[src/rtl/flpms_ram.sv]
`default_nettype none

module flpms_ram #(
	parameter int WIDTH = 8,
	parameter int DEPTH = 16
) (
	input  wire logic                     clk,
	input  wire logic                     we,
	input  wire logic [$clog2(DEPTH)-1:0] waddr,
	input  wire logic [WIDTH-1:0]         wdata,
	input  wire logic                     re,
	input  wire logic [$clog2(DEPTH)-1:0] raddr,
	output      logic [WIDTH-1:0]         rdata
);

	logic [WIDTH-1:0] mem [DEPTH];

	always_ff @(posedge clk) begin
		if (we) begin
			mem[waddr] <= wdata;
		end
	end

	// The read word holds its value until the next read.
	always_ff @(posedge clk) begin
		if (re) begin
			rdata <= mem[raddr];
		end
	end

endmodule

`default_nettype wire
[config.mk]
export PLATFORM = sky130hd
export DESIGN_NAME = flpms_ram
export DESIGN_NICKNAME = d
export VERILOG_FILES = /design/src/rtl/flpms_ram.sv
export SDC_FILE = /design/constraint.sdc
export NUM_CORES = 1
export LEC_CHECK = 0
export BUFFER_PORTS_ARGS = -buffer_cell sky130_fd_sc_hd__buf_2
export CAP_MARGIN = 10
export CORE_MARGIN = 5
export CORE_UTILIZATION = 40
export DETAILED_ROUTE_END_ITERATION = 16
export PLACE_DENSITY_LB_ADDON = 0.05
export SLEW_MARGIN = 25
export SYNTH_ARGS = -nofsm -noshare
export SYNTH_HDL_FRONTEND = slang
export SYNTH_SLANG_ARGS = --single-unit
export TNS_END_PERCENT = 5
[constraint.sdc]
create_clock -name clk -period 1.9 [get_ports clk]
set_input_delay 0.095 -clock clk [delete_from_list [all_inputs] [get_ports clk]]
set_output_delay 0.095 -clock clk [all_outputs]
set_load 0.01 [all_outputs]
==> results.py, run 1 <==
metrics = {
    "clocking": {
        "clkLatencyLatePin_ns": 0.41,
        "cts_hold_buf": 0,
        "clock_sinks": 136,
        "h-tree-depth": 4,
        "max-clock-path-buffers": 2,
        "clk_transition_reported_paths_ns": 0.06,
        "cts-root-buf": "clkbuf_16",
        "post_cts_buffers": 0,
        "tritoncts": "built",
        "postCtsResizedCells": 0,
        "cts-buffers-inserted": 17,
    },
    "finish": {
        "layout_common_cells": "136 x edfxtp_1, 26 x buf_2, 21 x buf_4",
        "layout.cells.most_common": "edfxtp_1",
        "layout.cells.non_filler": 472,
        "finished_core_util_pct": 48.91,
        "insertedDiodeCount": 0,
        "fin_nets": 306,
        "fillerInstances": 1100,
        "final_cell_area_sq_um": 6222,
        "post_route_cells_drive_above_1_share_pct": 32.33,
        "layout-area-overhead-vs-synth_pct": 19.03,
    },
    "detailed_routing": {
        "routed_wire_length_per_instance_um": 22.96,
        "met3_wirelength_um": 398,
        "total_wirelength_of_the_detailed_routed_design_um": 10840,
        "detail_route.drc_violations": 0,
        "routed-via-count": 2453,
        "drt_first_iter_violations": 185,
        "firstDrtPassIters": 4,
        "top_layer_used": "met4",
        "wirelength_met1_um": 5139,
        "route.antenna.remaining_nets": 0,
        "met2_length_um": 5175,
        "drt_via_density": 5.197,
    },
    "global_routing": {
        "grt-ovfl-total": 0,
        "grt_pass1_vias": 2631,
        "grt_first_pass_wirelength_um": 16620,
        "grt_use_total_pct": 15.02,
        "grt_start_max_net_pins": 27,
        "antenna_found_initial": 0,
    },
    "power_and_ir_drop": {
        "design_power_total_mw": 6.670,
        "power_frac_comb_pct": 4.8,
        "clock_power_share_pct": 44.2,
        "p_sw_share_pct": 20.75,
        "pwr_density_cell_nw_per_um2": 1072,
        "leakagePower_nw": 2.092,
        "internal_portion_of_total_power_mw": 5.286,
        "pwr-share-seq_pct": 51.0,
        "net_switching_power_mw": 1.384,
        "power.ir.vdd_worst_v": 0.0005719,
    },
    "critical_path": {
        "critical-path-slowest-cell": "mux4_1",
        "cp_data_arrival_time_ns": 1.65,
        "critical_path_end_type": "register",
        "timing.critical_path.required_ns": 2.06,
        "startpoint_type": "register",
        "cell_chain_critical_path": "mux4_1 > a22oi_1 > nand2_1",
        "regToRegSetupSlack_ns": 0.41,
        "crit-reg2reg-capture": "rdata[2]",
        "cpPeakStageDelay_ns": 0.52,
        "critical_path_peak_fanout": 1,
        "beginning_of_the_worst_register_to_register_path": "mem[1][2]",
        "criticalPathCategory": "register to register",
        "r2r_cells": 3,
    },
    "sta": {
        "grt_setup_unrepaired": "no",
        "finalWorstSetupSlack_ns": 0.4082,
        "whs_ns": 0.06225,
        "fmax_mhz": 670.3,
        "finalSetupViolCount": 0,
        "setup-tns-final_ns": 0,
        "min_period_over_period_pct": 78.52,
        "worst-slew-pin-transition_ns": 0.4509,
        "finClkSkew_ns": 0.005146,
        "slew-limit-headroom_pct": 69.94,
        "min_period_ns": 1.492,
        "hold_viol": 0,
        "final-max-slew-violation-count": 0,
    },
    "status": {
        "run_status": "finished, final reports clean",
    },
    "logic_synthesis": {
        "synthesis.area_sq_um": 5228,
        "ys_types": 18,
        "synth_warnings": 0,
        "yosysSeqAreaShare_pct": 78.12,
        "ys_seq_elements": 136,
        "mean_post_synth_cell_area_sq_um": 22.83,
        "mapped_cells": 229,
        "syn-num-nets": 248,
    },
    "hold_path": {
        "hold_path.startpoint": "re",
        "holdCritPathClass": "input pin to register",
        "timing.hold.worst_endpoint": "rdata[6]",
        "hold-path-cell-count": 1,
    },
    "placement": {
        "hpwl_reported_at_the_end_of_detailed_placement_um": 6885,
        "dp_cells": 440,
        "placed_cell_area_sq_um": 5684,
        "preCtsSetupSlack_ns": 0.1818,
        "io_buffers": 26,
        "gpl.final_weighted_congestion": 0.7014,
    },
    "floorplanning": {
        "fp.dieArea_sq_um": 15460,
        "num_rows": 41,
        "core_area_sq_um": 12720,
        "die_width_um": 124.3,
        "die-height_um": 124.3,
        "io-pin-count": 27,
        "initial_core_util_pct": 41.09,
    },
    "flow_run": {
        "max_cap_violations": 0,
    },
}
-- sequential cells by signal, summed over array words and instances (netlist names) --
| signal | cells |
|---|---|
| rdata | 8 |
| mem | 128 |
-- routing by layer --
metal	vias up	global-route usage (%)
met5	-	0
met4	0	5.222
met1	1294	20.86
met3	13	4.760
li1	1100	-
met2	46	22.49
-- Yosys cell counts --
library cell     instances  area (sq um)
nand2b_1                 2         12.51
edfxtp_1               136          4084
nor2b_1                  1         6.260
and2b_1                  1         7.510
mux4_2                  18         405.4
buf_2                    3         15.01
and2_1                   1         6.260
nor3_1                   4         20.02
nor2_1                  13         48.80
nand3b_1                 2         15.01
nand2_1                  9         33.78
buf_4                    1         7.510
or3b_2                   1         8.760
nand3_1                  1         5.000
buf_6                    3         33.78
a22oi_1                 16         120.1
mux4_1                  14         367.9
clkdlybuf4s25_2          3         30.03
-- layout make-up --
| class | instances | area (sq um) | share of cell area, % |
|---|---|---|---|
| clock inverters | 15 | 112.6 | 1.810 |
| flip-flops and latches | 136 | 4084 | 65.63 |
| clock buffers | 17 | 425.4 | 6.837 |
| multi-input cells | 83 | 1057 | 16.99 |
| repair buffers | 49 | 327.8 | 5.268 |
| well taps | 172 | 215.2 | 3.459 |
-- worst max path at each step --
stage                   start         to  slack (ns)  cells past startpoint
finish              mem[1][2]   rdata[2]        0.41                      3
global route        mem[0][1]   rdata[1]        0.34                      3
global placement     raddr[0]   rdata[0]        0.19                      5
detailed placement   raddr[0]   rdata[0]        0.18                      5
floorplan            waddr[2]  mem[0][0]        0.31                      2
CTS                 mem[0][0]   rdata[0]        0.35                      3
-- worst max-delay path, delay by kind of cell, from the launching register on --
kind,cells,cell delay (ns)
muxes,1,0.52
DFF,1,0.36
AOI/OAI and AO/OA,1,0.27
and+or+nand+nor,1,0.08
-- cell families (layout without fill, tap and decap cells) --
kind of cell,Yosys count,in the layout,synth area share (%)
flip-flops,136,136,78.12
AND/OR/NAND/NOR,35,35,3.136
multiplexers,32,32,14.79
AO/OA/AOI/OAI,16,16,2.298
buffers and inverters,10,81,1.651
-- power groups by stage --
stage	combinational [mW]	sequential [mW]	clock [mW]
after detailed placement	0.334	3.46	0
final	0.323	3.40	2.95
after floorplan	0.171	3.46	0
after global routing	0.354	3.40	3.16
after CTS	0.334	3.40	3.01
after global placement	0.330	3.46	0
Note: power is estimated with default switching activity, not from simulation.
==> run 2, diff against run 1 <==
==> constraint.sdc (replaced) <==
create_clock -name clk -period 1.48 [get_ports clk]
set_input_delay 0.074 -clock clk [delete_from_list [all_inputs] [get_ports clk]]
set_output_delay 0.074 -clock clk [all_outputs]
set_load 0.01 [all_outputs]
==> results.py, run 2 (synthesized netlist as in run 1, its figures left out) <==
metrics = {
    "sta": {
        "min_period_over_period_pct": 98.57,
        "finalWorstSetupSlack_ns": 0.02121,
        "worst-slew-pin-transition_ns": 0.9896,
        "fmax_mhz": 685.5,
        "grt_setup_unrepaired": "yes",
        "final-max-slew-violation-count": 0,
        "slew-limit-headroom_pct": 33.89,
        "min_period_ns": 1.459,
        "finalSetupViolCount": 0,
        "finClkSkew_ns": 0.004526,
        "hold_viol": 0,
    },
    "critical_path": {
        "timing.critical_path.required_ns": 1.64,
        "path_buf_inv": 0,
        "startpoint_type": "register",
        "cpLargestDelayFamily": "multiplexers",
        "criticalPathCategory": "register to register",
        "cp_data_arrival_time_ns": 1.62,
        "cp-startpoint": "mem[1][1]",
        "critical_path_peak_fanout": 1,
        "critical-path-slowest-cell": "mux4_1",
        "cell_chain_critical_path": "mux4_1 > a22oi_2 > nand2_1",
        "cpPeakStageDelay_ns": 0.54,
        "beginning_of_the_worst_register_to_register_path": "mem[1][1]",
        "critical_path_end_type": "register",
    },
    "global_routing": {
        "grt_pass1_vias": 2587,
        "met1_routing_resource_usage_after_global_routing_pct": 20.04,
        "antenna_found_initial": 0,
        "grt_first_pass_wirelength_um": 16190,
        "grt-busiest-layer": "met2",
        "grt_use_total_pct": 14.73,
        "grt.met3_usage_pct": 4.846,
        "grt-ovfl-total": 0,
        "grt.met2_usage_pct": 21.88,
        "grt_start_max_net_pins": 18,
    },
    "flow_run": {
        "max_cap_violations": 0,
    },
    "finish": {
        "largest_register_ff_count": 128,
        "fin_nets": 306,
        "layout.cells.most_common": "edfxtp_1",
        "post_route_cells_drive_above_1_share_pct": 31.33,
        "largest-register": "mem",
        "largestRegisters": "mem x128, rdata x8",
        "insertedDiodeCount": 0,
        "layout_common_cells": "136 x edfxtp_1, 26 x buf_2, 20 x buf_4",
        "final_cell_area_sq_um": 6211,
        "layout-area-overhead-vs-synth_pct": 18.81,
        "finished_core_util_pct": 48.82,
        "fillerInstances": 1089,
    },
    "detailed_routing": {
        "routed-via-count": 2451,
        "detail_route.drc_violations": 0,
        "total_wirelength_of_the_detailed_routed_design_um": 10790,
        "drt_first_iter_violations": 179,
        "routed_wire_length_per_instance_um": 22.85,
        "firstDrtPassIters": 4,
        "route.antenna.remaining_nets": 0,
        "drt_via_density": 5.193,
    },
    "clocking": {
        "clkLatencyLatePin_ns": 0.41,
        "max-clock-path-buffers": 2,
        "cts-root-buf": "clkbuf_16",
        "cts_hold_buf": 0,
        "cts-buffers-inserted": 17,
        "h-tree-depth": 4,
        "post_cts_buffers": 0,
        "clk_transition_reported_paths_ns": 0.05,
        "clock_sinks": 136,
        "tritoncts": "built",
    },
    "hold_path": {
        "hold_path.startpoint": "re",
        "holdCritPathClass": "input pin to register",
    },
    "floorplanning": {
        "die_width_um": 124.3,
        "core_area_sq_um": 12720,
        "die-height_um": 124.3,
        "io-pin-count": 27,
        "fp.dieArea_sq_um": 15460,
        "initial_core_util_pct": 41.09,
        "num_rows": 41,
    },
    "status": {
        "run_status": "finished, final reports clean",
    },
    "power_and_ir_drop": {
        "internal_portion_of_total_power_mw": 6.619,
        "power_frac_comb_pct": 5.2,
        "pwr_density_cell_nw_per_um2": 1335,
        "power.ir.vdd_worst_v": 0.0007224,
        "design_power_total_mw": 8.290,
        "p_sw_share_pct": 20.17,
        "leakagePower_nw": 2.075,
        "pwr-share-seq_pct": 52.7,
        "clock_power_share_pct": 42.1,
        "net_switching_power_mw": 1.672,
    },
    "placement": {
        "gpl.final_weighted_congestion": 0.7275,
        "placed_cell_area_sq_um": 5702,
        "io_buffers": 26,
        "preCtsSetupSlack_ns": -0.2408,
        "hpwl_reported_at_the_end_of_detailed_placement_um": 6768,
    },
}
==> run 2: metrics by stage <==
step	cells	hold slack [ns]	TNS (ns)
3_3_place_gp	440	0.4752	-1.235
5_1_grt	472	0.03921	-0.05937
4_1_cts	472	0.04001	0
3_5_place_dp	440	0.4766	-1.251
2_1_floorplan	229	0.1729	0
6_report	472	0.04768	0
==> run 2: final cells by class <==
cell class	instances	area, sq um	share of cell area (%)
timing repair buffer	49	340.3	5.479
clock inverter	8	31.28	0.5036
clock buffer	24	451.7	7.272
multi-input combinational	83	1089	17.53
sequential	136	4084	65.75
tap	172	215.2	3.465
==> run 2: worst paths after layout <==
kind                            endpoint  slack, ns  cells past startpoint
worst max-delay path            rdata[1]       0.02                      3
worst min-delay path            rdata[0]       0.05                      1
worst max register to register  rdata[1]       0.02                      3
worst min register to register  rdata[6]       0.74                      3
==> run 2: worst register-to-register path, delay by kind of cell (launching register included) <==
family | cells | cell delay, ns
muxes | 1 | 0.54
DFF | 1 | 0.35
AOI/OAI and AO/OA | 1 | 0.23
and+or+nand+nor | 1 | 0.09
==> run 2: power groups by stage <==
stage	sequential [mW]	clock (mW)	combinational, mW
2_1_floorplan	4.45	0	0.219
6_report	4.37	3.49	0.428
4_1_cts	4.37	3.55	0.437
5_1_grt	4.37	3.75	0.465
3_5_place_dp	4.45	0	0.429
3_3_place_gp	4.45	0	0.426
==> run 2: repair_timing <==
action / in CTS / in global routing
gates resized for setup: 4 / 3
pin swaps: 1 / 1
setup endpoints to repair: 4 / 4
==> run 2: per-layer routing <==
layer / routed length, um / vias to the layer above / share of wire (%)
li1: - / 1093 / -
met4: 218 / 0 / 2.0
met5: 0 / - / 0
met1: 4916 / 1273 / 46
met2: 5042 / 70 / 47
met3: 607 / 15 / 5.6
